--- config.mk ---
export PLATFORM = sky130hd
export DESIGN_NAME = gsa_slot_table
export DESIGN_NICKNAME = d
export VERILOG_FILES = /design/src/hdl/generational_slot_allocator_macros.svh /design/src/hdl/gsa_pkg.sv /design/src/hdl/gsa_slot_table.sv
export SDC_FILE = /design/constraint.sdc
export NUM_CORES = 1
export LEC_CHECK = 0
export ABC_AREA = 1
export BUFFER_PORTS_ARGS = -buffer_cell sky130_fd_sc_hd__buf_2
export CAP_MARGIN = 20
export CORE_UTILIZATION = 60
export CTS_CLUSTER_DIAMETER = 100
export DETAILED_ROUTE_END_ITERATION = 8
export PLACE_DENSITY = 0.77
export SLEW_MARGIN = 20
export SYNTH_ARGS = -nofsm -noshare
export SYNTH_HDL_FRONTEND = slang
export SYNTH_SLANG_ARGS = --single-unit
--- constraint.sdc ---
create_clock -name clk_i -period 4.4 [get_ports clk_i]
set_input_delay 0.22 -clock clk_i [delete_from_list [all_inputs] [get_ports clk_i]]
set_output_delay 0.22 -clock clk_i [all_outputs]
set_load 0.02 [all_outputs]
--- src/hdl/generational_slot_allocator_macros.svh ---
// Assertion macros for the slot allocator.
`ifndef GENERATIONAL_SLOT_ALLOCATOR_MACROS_SVH
`define GENERATIONAL_SLOT_ALLOCATOR_MACROS_SVH

// Same-cycle implication.
`define GSA_ASSERT_NOW(name, clk, rstn, ante, cons) \
  name: assert property (@(posedge clk) disable iff (!rstn) (ante) |-> (cons)) \
    else $error("gsa check failed");

// Next-cycle implication.
`define GSA_ASSERT_NEXT(name, clk, rstn, ante, cons) \
  name: assert property (@(posedge clk) disable iff (!rstn) (ante) |=> (cons)) \
    else $error("gsa check failed");

`endif

--- src/hdl/gsa_pkg.sv ---
package gsa_pkg;

  localparam int unsigned MaxClsW  = 8;
  localparam int unsigned MaxSlotW = 6;

  typedef enum logic [0:0] {
    ReqAlloc = 1'b0,
    ReqFree  = 1'b1
  } req_e;

  typedef struct packed {
    req_e        req_type;
    logic [7:0]  event_class;
    logic [31:0] handle_generation;
    logic [15:0] handle_slot;
    logic [15:0] handle_class;
  } req_t;

  typedef struct packed {
    logic        accepted;
    logic [31:0] out_generation;
    logic [15:0] out_slot;
    logic [15:0] out_class;
    logic [3:0]  class_count;
  } rsp_t;

  typedef struct packed {
    logic                en;
    logic                set;
    logic [MaxClsW-1:0]  cls;
    logic [MaxSlotW-1:0] slot;
  } tbl_upd_t;

endpackage

--- src/hdl/gsa_slot_table.sv ---
module gsa_slot_table #(
  parameter int unsigned NUM_CLASSES     = 16,
  parameter int unsigned SLOTS_PER_CLASS = 8
) (
  input  logic                     clk_i,
  input  logic                     rst_ni,
  input  gsa_pkg::tbl_upd_t        upd_i,
  input  logic [(NUM_CLASSES > 1 ? $clog2(NUM_CLASSES) : 1)-1:0] dec_cls_i,
  output logic [SLOTS_PER_CLASS-1:0] dec_row_o,
  input  logic [(NUM_CLASSES > 1 ? $clog2(NUM_CLASSES) : 1)-1:0] cur_cls_i,
  input  logic [(SLOTS_PER_CLASS > 1 ? $clog2(SLOTS_PER_CLASS) : 1)-1:0] cur_slot_i,
  output logic                     cur_active_o,
  output logic                     cur_gvalid_o,
  output logic [$clog2(SLOTS_PER_CLASS + 1)-1:0] cur_count_o
);

  localparam int unsigned ClsW  = (NUM_CLASSES > 1) ? $clog2(NUM_CLASSES) : 1;
  localparam int unsigned SlotW = (SLOTS_PER_CLASS > 1) ? $clog2(SLOTS_PER_CLASS) : 1;
  localparam int unsigned CntW  = $clog2(SLOTS_PER_CLASS + 1);

  logic [SLOTS_PER_CLASS-1:0] act_q  [NUM_CLASSES];
  logic [SLOTS_PER_CLASS-1:0] act_d  [NUM_CLASSES];
  logic [SLOTS_PER_CLASS-1:0] gval_q [NUM_CLASSES];
  logic [ClsW-1:0]            upd_cls;
  logic [SlotW-1:0]           upd_slot;
  logic [SLOTS_PER_CLASS-1:0] cur_row;
  logic [CntW-1:0]            cnt;

  assign upd_cls  = upd_i.cls[ClsW-1:0];
  assign upd_slot = upd_i.slot[SlotW-1:0];

  always_comb begin
    act_d = act_q;
    if (upd_i.en) begin
      act_d[upd_cls][upd_slot] = upd_i.set;
    end
  end

  always_ff @(posedge clk_i or negedge rst_ni) begin
    if (!rst_ni) begin
      act_q  <= '{default: '0};
      gval_q <= '{default: '0};
    end else begin
      act_q <= act_d;
      if (upd_i.en && upd_i.set) begin
        gval_q[upd_cls][upd_slot] <= 1'b1;
      end
    end
  end

  assign dec_row_o    = act_d[dec_cls_i];
  assign cur_active_o = act_q[cur_cls_i][cur_slot_i];
  assign cur_gvalid_o = gval_q[cur_cls_i][cur_slot_i];
  assign cur_row      = act_d[cur_cls_i];

  always_comb begin
    cnt = '0;
    for (int i = 0; i < SLOTS_PER_CLASS; i++) begin
      cnt = cnt + CntW'(cur_row[i]);
    end
  end

  assign cur_count_o = cnt;

endmodule

==> results.json <==
{
  "status": "complete, but fails checks",
  "violations": "negative setup slack",
  "initial_core_util_pct": 61.8,
  "grt_max_degree": 116,
  "hold_path.class": "in2reg",
  "cts_buffers": 29,
  "clk_pin_slew_ns": 0.05,
  "critPathLaunchType": "primary input",
  "ys_types": 19,
  "via_per_inst": 6.24,
  "grt_overflow": 0,
  "place_inst": 2616,
  "total_power_mw": 6.15,
  "slew_viol_final": 0,
  "crit_required_ns": 4.18,
  "clockBufferDepth": 3,
  "dr.pass1.iters": 7,
  "cp_max_fo": 7,
  "final_cells": 2686,
  "seq_area_frac_synth_pct": 42.2,
  "grt_pass1_wl_um": 81400,
  "p_leak_nw": 9.51,
  "crit_path_end_kind": "output port",
  "drive_gt1_share_pct": 15.1,
  "ys_ff_latch": 256,
  "finalSetupViolations": 2,
  "hold_slack_ns": 0.0892,
  "fp.dieArea_sq_mm": 0.0259,
  "ios": 43,
  "clk-insertion-delay-late_ns": 0.57,
  "hold_viol_final": 0,
  "relSlewSlack_pct": 20.8,
  "drv_cap": 0,
  "final.setup.worst_slack_ns": -0.0476,
  "ys_warn_count": 0,
  "cts.sinks": 256,
  "cts_tree": "yes",
  "p_comb_share_pct": 19.0,
  "drt_iter0_drc": 2542,
  "antenna_left": 0,
  "min_period_ns": 4.45,
  "wire_per_inst_um": 19.8,
  "core_area_sq_mm": 0.0245,
  "max_freq_ghz": 0.225,
  "antennaDiodeCount": 0,
  "swShare_pct": 30.3,
  "portBuffers": 35,
  "synth.cell_area_sq_mm": 0.0152,
  "area_growth_pct": 20.4,
  "peakVddDrop_v": 0.000485,
  "num_rows": 57,
  "cp.arrival_ns": 4.23,
  "die_w_um": 161,
  "pre_cts_ws_ns": -0.120,
  "crit_type": "in2out",
  "fin_crit_sh_pct": 101,
  "p_sw_mw": 1.86,
  "synthCells": 2259,
  "power.internal_mw": 4.29,
  "h-tree-depth": 1,
  "drc_errors": 0,
  "grt_pass1_vias": 15634,
  "fill_cells": 1908,
  "powerDensity_mw_per_mm2": 337,
  "skew_ns": 0,
  "place_hpwl_um": 32100,
  "power_frac_seq_pct": 40.7,
  "power_frac_clock_pct": 40.4,
  "tightest_slew_ns": 1.19,
  "grt_antenna_before_repair": 1,
  "vias": 16760,
  "nets": 2378,
  "wl_um": 53100,
  "syn_nets": 2295,
  "gp_congestion": 0.941,
  "grt_usage_pct": 40.0,
  "avgSynthCellArea_sq_um": 6.72,
  "chipHeight_um": 161,
  "cts_root_buf": "clkbuf_16"
}
## path summary, 6_finish.rpt
kind / from / to / slack, ns / depth (start not counted)
setup / recovery: upd_i[6] / cur_count_o[2] / -0.05 / 21
hold / removal: upd_i[14] / gval_q[3] / 0.09 / 4
setup reg to reg: act_q[73] / act_q[73] / 3.59 / 3
hold reg to reg: gval_q[29] / gval_q[29] / 0.45 / 2
max in group asynchronous: rst_ni / act_q[107] / 2.94 / 3
min in group asynchronous: rst_ni / gval_q[118] / 0.33 / 2
## layout make-up
class | count | area [sq um] | area share (%)
multi-input combinational | 1676 | 7950 | 43.5
sequential | 256 | 6410 | 35.1
timing repair buffer | 208 | 1880 | 10.3
clock buffer | 40 | 847 | 4.64
inverter | 171 | 661 | 3.62
tap | 324 | 405 | 2.22
clock inverter | 11 | 113 | 0.616
## power groups by stage
stage                     Clock [mW]  Sequential (mW)  Combinational [mW]
after global placement             0             2.54                1.01
final                           2.48             2.50                1.17
after floorplan                    0             2.53               0.664
after global routing            2.58             2.51                1.26
after detailed placement           0             2.54                1.03
after CTS                       2.48             2.50                1.05
## state kept, by name (all words and copies together), names as in the netlist
register and count:
act_q 128, gval_q 128
## kinds of logic after synthesis
group	after synthesis	share of synthesized area, %
xor gates and xnor gates	1	0.0577
DFF	256	42.2
adders and majority gates	7	0.775
AOI/OAI and AO/OA	82	2.94
buffers and inverters	327	8.85
and+or+nand+nor	1586	45.2
## cell usage after synthesis, drive strengths merged
library cell / instances / area [sq um]
a21oi: 30 / 150
buf: 98 / 483
clkbuf: 58 / 218
clkinv: 1 / 3.75
dfrtp: 256 / 6410
fa: 4 / 80.1
ha: 3 / 37.5
inv: 170 / 638
nand2: 854 / 3210
nand3: 708 / 3540
nor2: 23 / 96.3
nor3: 1 / 5.00
o211ai: 14 / 105
o21ai: 38 / 190
xnor2: 1 / 8.76
## worst max-delay path: stages
cell	delay (ns)
buf_4	0.15
inv_2	0.12
nand2_4	0.13
nor2_1	0.15
buf_4	0.20
nand3_1	0.11
nand3_1	0.11
nand3_2	0.09
nand3_2	0.11
nand3_2	0.10
nand2_2	0.10
inv_2	0.04
fa_2	0.62
inv_2	0.05
fa_1	0.46
fa_1	0.51
ha_2	0.18
inv_2	0.04
fa_2	0.41
xnor2_2	0.15
buf_4	0.16
## layer usage
| layer | vias up | GRT usage (%) | part of all wire, % |
|---|---|---|---|
| met4 | 2 | 22.5 | 6.5 |
| met5 | - | 0 | 0.028 |
| li1 | 7520 | - | - |
| met1 | 7716 | 53.8 | 37 |
| met2 | 1234 | 61.3 | 43 |
| met3 | 288 | 7.09 | 13 |
## cell usage in the layout, fill, tap and decap left out, types with 12 or more instances in the layout
| cell | n |
|---|---|
| a21oi_1 | 30 |
| buf_12 | 15 |
| buf_2 | 21 |
| buf_4 | 142 |
| buf_6 | 16 |
| clkbuf_16 | 34 |
| dfrtp_1 | 256 |
| inv_1 | 155 |
| nand2_1 | 844 |
| nand3_1 | 656 |
| nand3_2 | 40 |
| nand3_4 | 12 |
| nor2_4 | 13 |
| o211ai_1 | 14 |
| o21ai_0 | 35 |
## timing repair
action / in CTS / in global routing
pin swaps: 9 / 28
gates cloned: 0 / 6
hold endpoints to repair: 113 / 0
setup buffers: 2 / 10
gates resized for setup: 34 / 126
endpoints found under the setup margin: 2 / 2
hold buffers: 1 / 0
## through the flow
step,setup TNS [ns],util [%],cell area [sq um]
after floorplan,0,-,15200
after global placement,-0.0366,66.9,16400
after detailed placement,-0.162,66.9,16400
after CTS,0,71.5,17500
after global routing,-0.186,74.5,18300
final,-0.0854,74.5,18300
Note: power is estimated with default switching activity, not from simulation.
